## src/rtl/core/dcbhp_pkg.sv

```systemverilog
// Shared types and constants for the DC-blocking high-pass filter core.
package dcbhp_pkg;

  localparam int unsigned SampleW = 16;
  localparam int unsigned DecayW  = 15;
  localparam int unsigned CountW  = 64;
  localparam int unsigned SumW    = SampleW + 2;
  localparam int unsigned ProdW   = 2 * SampleW;
  localparam int unsigned Q15Sh   = 15;

  localparam logic [DecayW-1:0]         DecayReset = 15'd32440;
  localparam logic signed [SampleW-1:0] SampleMax  = 16'sh7fff;
  localparam logic signed [SampleW-1:0] SampleMin  = 16'sh8000;
  localparam logic signed [ProdW-1:0]   RoundBias  = 32'sd32767;

  typedef enum logic [0:0] {
    OP_FILTER = 1'b0,
    OP_CLEAR  = 1'b1
  } opcode_e;

endpackage

```

## src/rtl/core/dc_block_high_pass_q15_core.sv

```systemverilog
// DC-blocking high-pass filter core: y = x - x_prev + trunc(decay * y_prev / 32768), saturated.
//
// Takes one transaction per cycle unless the output stalls, so a steady stream sustains one
// sample per cycle. The figure is set by the feedback loop through the previous output: one
// 16x16 multiply, an add and saturation close combinationally. Accepted transactions wait in
// the input register; filter ones load the result register as they fire. Clear-history
// transactions zero the signal history, keep the clip count and produce no result. The decay
// register resets to 32440 and is meant to be written only while the core is idle.
module dc_block_high_pass_q15_core (
  input  logic                                    clk_i,
  input  logic                                    rst_ni,
  input  logic                                    cfg_we_i,
  input  logic [dcbhp_pkg::DecayW-1:0]            cfg_wdata_i,
  input  logic                                    in_valid_i,
  output logic                                    in_stall_o,
  input  logic                                    opcode_i,
  input  logic signed [dcbhp_pkg::SampleW-1:0]    sample_i,
  input  logic                                    block_end_i,
  output logic                                    out_valid_o,
  input  logic                                    out_stall_i,
  output logic signed [dcbhp_pkg::SampleW-1:0]    filtered_o,
  output logic                                    clipped_o,
  output logic [dcbhp_pkg::CountW-1:0]            clip_total_o,
  output logic                                    block_last_o
);

  logic                                 in_valid_q;
  dcbhp_pkg::opcode_e                   opcode_q;
  logic signed [dcbhp_pkg::SampleW-1:0] sample_q;
  logic                                 block_end_q;

  logic [dcbhp_pkg::DecayW-1:0]         decay_q;
  logic signed [dcbhp_pkg::SampleW-1:0] last_in_q, last_in_d;
  logic signed [dcbhp_pkg::SampleW-1:0] last_out_q, last_out_d;
  logic [dcbhp_pkg::CountW-1:0]         clip_count_q, clip_count_d;

  logic                                 out_valid_q;
  logic signed [dcbhp_pkg::SampleW-1:0] filtered_q;
  logic                                 clipped_q;
  logic [dcbhp_pkg::CountW-1:0]         clip_total_q;
  logic                                 block_last_q;

  logic                                 out_free;
  logic                                 fire;
  logic                                 fire_filter;
  logic                                 in_take;

  logic signed [dcbhp_pkg::DecayW:0]    decay_s;
  logic signed [dcbhp_pkg::ProdW-1:0]   prod;
  logic signed [dcbhp_pkg::ProdW-1:0]   prod_adj;
  logic signed [dcbhp_pkg::SampleW-1:0] feedback;
  logic signed [dcbhp_pkg::SumW-1:0]    sum;
  logic                                 over;
  logic                                 under;
  logic                                 clip;
  logic signed [dcbhp_pkg::SampleW-1:0] y;

  assign out_free    = !out_valid_q || !out_stall_i;
  assign fire        = in_valid_q && ((opcode_q == dcbhp_pkg::OP_CLEAR) || out_free);
  assign fire_filter = fire && (opcode_q == dcbhp_pkg::OP_FILTER);
  assign in_stall_o  = in_valid_q && !fire;
  assign in_take     = in_valid_i && !in_stall_o;

  // feedback term, truncated toward zero
  assign decay_s  = $signed({1'b0, decay_q});
  assign prod     = dcbhp_pkg::ProdW'(decay_s * last_out_q);
  assign prod_adj = prod + (prod[dcbhp_pkg::ProdW-1] ? dcbhp_pkg::RoundBias
                                                      : dcbhp_pkg::ProdW'(0));
  assign feedback = prod_adj[dcbhp_pkg::Q15Sh +: dcbhp_pkg::SampleW];

  assign sum = {{2{sample_q[dcbhp_pkg::SampleW-1]}}, sample_q}
             - {{2{last_in_q[dcbhp_pkg::SampleW-1]}}, last_in_q}
             + {{2{feedback[dcbhp_pkg::SampleW-1]}}, feedback};

  assign over  = !sum[dcbhp_pkg::SumW-1] && (sum[dcbhp_pkg::SumW-2:dcbhp_pkg::SampleW-1] != 2'b00);
  assign under = sum[dcbhp_pkg::SumW-1] && (sum[dcbhp_pkg::SumW-2:dcbhp_pkg::SampleW-1] != 2'b11);
  assign clip  = over || under;

  always_comb begin
    if (over) begin
      y = dcbhp_pkg::SampleMax;
    end else if (under) begin
      y = dcbhp_pkg::SampleMin;
    end else begin
      y = sum[dcbhp_pkg::SampleW-1:0];
    end
  end

  always_comb begin
    last_in_d    = last_in_q;
    last_out_d   = last_out_q;
    clip_count_d = clip_count_q;
    if (fire) begin
      if (opcode_q == dcbhp_pkg::OP_CLEAR) begin
        last_in_d  = '0;
        last_out_d = '0;
      end else begin
        last_in_d  = sample_q;
        last_out_d = y;
        if (clip && !(&clip_count_q)) begin
          clip_count_d = clip_count_q + dcbhp_pkg::CountW'(1);
        end
      end
    end
  end

  always_ff @(posedge clk_i or negedge rst_ni) begin
    if (!rst_ni) begin
      in_valid_q   <= 1'b0;
      out_valid_q  <= 1'b0;
      decay_q      <= dcbhp_pkg::DecayReset;
      last_in_q    <= '0;
      last_out_q   <= '0;
      clip_count_q <= '0;
    end else begin
      if (cfg_we_i) begin
        decay_q <= cfg_wdata_i;
      end
      if (in_take) begin
        in_valid_q <= 1'b1;
      end else if (fire) begin
        in_valid_q <= 1'b0;
      end
      if (fire_filter) begin
        out_valid_q <= 1'b1;
      end else if (!out_stall_i) begin
        out_valid_q <= 1'b0;
      end
      last_in_q    <= last_in_d;
      last_out_q   <= last_out_d;
      clip_count_q <= clip_count_d;
    end
  end

  always_ff @(posedge clk_i) begin
    if (in_take) begin
      opcode_q    <= dcbhp_pkg::opcode_e'(opcode_i);
      sample_q    <= sample_i;
      block_end_q <= block_end_i;
    end
    if (fire_filter) begin
      filtered_q   <= y;
      clipped_q    <= clip;
      clip_total_q <= clip_count_d;
      block_last_q <= block_end_q;
    end
  end

  assign out_valid_o  = out_valid_q;
  assign filtered_o   = filtered_q;
  assign clipped_o    = clipped_q;
  assign clip_total_o = clip_total_q;
  assign block_last_o = block_last_q;

`ifndef SYNTHESIS
  a_clip_rails: assert property (@(posedge clk_i) disable iff (!rst_ni)
    out_valid_o && clipped_o |->
      (filtered_o == dcbhp_pkg::SampleMax) || (filtered_o == dcbhp_pkg::SampleMin))
    else $error("clipped result not at a rail");

  a_count_mono: assert property (@(posedge clk_i) disable iff (!rst_ni)
    1'b1 |=> clip_count_q >= $past(clip_count_q))
    else $error("clip count decreased");

  a_stall_held: assert property (@(posedge clk_i) disable iff (!rst_ni)
    in_stall_o |-> in_valid_q && (opcode_q == dcbhp_pkg::OP_FILTER) && out_valid_q)
    else $error("input stalled without a blocked filter transaction");

  a_clear_silent: assert property (@(posedge clk_i) disable iff (!rst_ni)
    fire && (opcode_q == dcbhp_pkg::OP_CLEAR) && out_stall_i |=> $stable(out_valid_o))
    else $error("clear transaction disturbed the result register");
`endif

endmodule

```

## config.mk

```make
export PLATFORM = sky130hd
export DESIGN_NAME = dc_block_high_pass_q15_core
export DESIGN_NICKNAME = d
export VERILOG_FILES = /design/src/rtl/core/dcbhp_pkg.sv /design/src/rtl/core/dc_block_high_pass_q15_core.sv
export SDC_FILE = /design/constraint.sdc
export NUM_CORES = 1
export LEC_CHECK = 0
export BUFFER_PORTS_ARGS = -buffer_cell sky130_fd_sc_hd__buf_4
export CAP_MARGIN = 10
export CORE_ASPECT_RATIO = 0.6
export CORE_MARGIN = 1.5
export CORE_UTILIZATION = 49
export CTS_CLUSTER_DIAMETER = 30
export DETAILED_ROUTE_END_ITERATION = 8
export GPL_TIMING_DRIVEN = 0
export PLACE_DENSITY_LB_ADDON = 0.3
export SLEW_MARGIN = 0
export SYNTH_ARGS = -nofsm -noshare
export SYNTH_HDL_FRONTEND = slang
export SYNTH_SLANG_ARGS = --single-unit
export TNS_END_PERCENT = 100
```

## constraint.sdc

```tcl
create_clock -name clk_i -period 31.9 [get_ports clk_i]
set_clock_uncertainty 0.2 [all_clocks]
set_input_delay 1.595 -clock clk_i [delete_from_list [all_inputs] [get_ports clk_i]]
set_output_delay 1.595 -clock clk_i [all_outputs]
set_load 0.005 [all_outputs]
```

==> impl_metrics.env <==
export IMPL_synth_compound_area_frac=0.08150
export IMPL_drt_wl_total_um=50610
export IMPL_cts_buffer_depth=3
export IMPL_cts_setup_buffers=0
export IMPL_cts_resized=0
export IMPL_io_pins=122
export IMPL_cp_slowest_stage_delay_ns=0.71
export IMPL_syn_area_per_cell_um2=10.14
export IMPL_nets=2374
export IMPL_ys_ff_latch=213
export IMPL_numPortBuffers=120
export IMPL_synth_warnings=0
export IMPL_rows=55
export IMPL_status="complete, no violations"
export IMPL_synth_xor_area_frac=0.05451
export IMPL_fill_cells=3261
export IMPL_postSynth_asyncResetShare=0.5305
export IMPL_grt_overflow_total=0
export IMPL_final_period_utilization=0.4111
export IMPL_dp_hpwl_um=40510
export IMPL_whs_path_depth=0
export IMPL_cts_made_buffers=31
export IMPL_grt_pass1_vias=13810
export IMPL_clkSinkCount=213
export IMPL_r2r_end="clip_total_o[23]"
export IMPL_grt_pass1_wl_um=79470
export IMPL_relSlewSlack=0.4684
export IMPL_finalHoldViolCount=0
export IMPL_regArea_mm2=0.005843
export IMPL_worstReg2RegStart="decay_q[7]"
export IMPL_diodes=0
export IMPL_syn_inst=1838
export IMPL_min_period_ns=13.11
export IMPL_die_w_um=254.8
export IMPL_rrSetupSlack_ns=18.79
export IMPL_crit_start="decay_q[7]"
export IMPL_crit_fanout=10
export IMPL_synthMuxAreaShare=0.01020
export IMPL_cts_hold_buf=0
export IMPL_synth_simple_gate_area_frac=0.1531
export IMPL_rsz0062_at_grt="false"
export IMPL_ys_dominant_reg_cell="dfrtp_1"
export IMPL_cp_arrival_ns=13.19
export IMPL_die_y_um=154.1
export IMPL_multi_input_area_mm2=0.01134
export IMPL_routedWlPerCell_um=20.00
export IMPL_worst_slew_pin_slew_ns=0.7973
export IMPL_grt_max_degree=84
export IMPL_cap_violations=0
export IMPL_ys_top_cells_by_count="inv_1 (305), nand2_1 (207), fa_1 (196), ha_1 (147), and2_1 (116)"
export IMPL_synth_area_mm2=0.01864
export IMPL_grt_usage=0.2660
export IMPL_crit_path_frequent_cell="fa_1"
export IMPL_drc=0
export IMPL_cts_tree="built"
export IMPL_root_buffer="clkbuf_16"
export IMPL_critPathKind="register to register"
export IMPL_slew_viol_final=0
export IMPL_rr_worst_depth=40
export IMPL_clk_pin_slew_ns=0.05
export IMPL_core_area_mm2=0.03757
export IMPL_drive_gt1_frac=0.1249
export IMPL_start_kind="register"
export IMPL_synth_most_common_cell="inv_1"
export IMPL_yosysUniqueCellTypes=85
export IMPL_htree_levels=1
export IMPL_clk_latency_ns=0.56
export IMPL_critPathSlowestCell="dfstp_2"
export IMPL_vias_per_cell=5.422
export IMPL_crit_required_ns=31.98
export IMPL_synth_top_cells_by_area="fa_1 (21%), edfxtp_1 (16%), dfrtp_1 (14%)"
export IMPL_synth_edff_count=100
export IMPL_area_growth_pct=14.45
export IMPL_gp_congestion=0.9928
export IMPL_yosysTopAreaCellShare=0.2105
export IMPL_postRouteAntennaNets=0
export IMPL_start_util=0.4960
export IMPL_hold_class="register to register"
export IMPL_crit_end="clip_total_o[23]"
export IMPL_synth_top_family_by_area="adder cells"
export IMPL_fin_setup_tns_ns=0
export IMPL_setup_viol=0
export IMPL_seq_area_frac_synth=0.3135
export IMPL_antenna_found_initial=1
export IMPL_dieArea_mm2=0.03925
export IMPL_yosys_area_top_type="fa_1"
export IMPL_syn_nets=2219
export IMPL_synthAdderAreaFrac=0.3092
export IMPL_vias=13720
export IMPL_max_freq_mhz=76.26
export IMPL_worstSetupEndpointType="register"
export IMPL_firstDrtPassIters=6
export IMPL_drtIter0Drc=1133
state kept, by name, indices dropped and copies added, names as in the netlist, 15 cells and up:
| name | count |
|---|---|
| last_in_q | 16 |
| sample_q | 16 |
| clip_count_q | 64 |
| clip_total_o | 64 |
| filtered_o | 16 |
| decay_q | 15 |
| last_out_q | 16 |
critical path: cells and delay by family, from the launching register on:
| family | cells | cell delay (ns) |
|---|---|---|
| fa+ha+maj | 10 | 5.02 |
| compound gates | 16 | 4.03 |
| buf+inv | 7 | 1.47 |
| simple gates | 5 | 0.98 |
| flops | 1 | 0.71 |
| xor+xnor | 2 | 0.41 |
kinds of logic after synthesis:
kind of cell / Yosys count
and+or+nand+nor: 567
buffers and inverters: 374
adders and majority gates: 343
DFF: 213
AOI/OAI and AO/OA: 208
xor gates and xnor gates: 116
muxes: 17
stage by stage:
stage	utilization	hold slack (ns)	std cells	setup WS (ns)	area (um2)
CTS	0.5677	0.2285	2530	19.04	21330
global placement	0.5371	0.2032	2471	19.28	20180
global route	0.5677	0.2329	2530	18.25	21330
finish	0.5677	0.2255	2530	18.79	21330
detailed placement	0.5387	0.2099	2473	19.07	20240
floorplan	-	0.2003	1838	21.11	18640
cells in the final DEF (no fill, tap or decap), types with 5 or more instances in the layout:
cell type	n
a211o_1	16
a21o_1	23
a21oi_1	39
a31oi_1	8
and2_1	116
and3_1	18
buf_1	5
buf_2	6
buf_4	119
clkbuf_1	55
clkbuf_16	31
clkinv_4	7
dfrtp_1	103
dfstp_2	10
edfxtp_1	100
fa_1	196
ha_1	147
inv_1	304
mux2_2	16
nand2_1	207
nand2b_1	17
nand3_1	33
nand4_1	13
nor2_1	53
nor2b_1	13
nor3_1	44
nor4_1	24
o211ai_1	6
o21ai_0	38
o21bai_1	9
o31ai_1	16
or3_1	5
xnor2_1	46
xor2_1	70
metal layers:
layer	vias to the layer above	track usage	share of wire
li1	6320	-	-
met1	6804	0.4183	0.49
met2	529	0.3538	0.39
met3	64	0.08312	0.10
met4	0	0.05410	0.019
met5	-	0	0
area by class of cell:
cell class	count	area share
multi-input cells	1251	0.5317
plain buffers	69	0.01443
repair buffers	122	0.04499
inverters	305	0.05379
clock buffers	33	0.03719
flip-flops and latches	213	0.2739
clock inverters	24	0.01390
well taps	513	0.03009
worst min-delay path by stage:
stage                      from      endpoint  slack (ns)
finish              block_end_q  block_last_o        0.23
global route        block_end_q  block_last_o        0.23
CTS                 block_end_q  block_last_o        0.23
detailed placement  block_end_q  block_last_o        0.21
global placement    block_end_q  block_last_o        0.20
floorplan           block_end_q  block_last_o        0.20
Power is not shown: default switching activity piles up to over one toggle a cycle in this logic, so the estimate is an artifact.
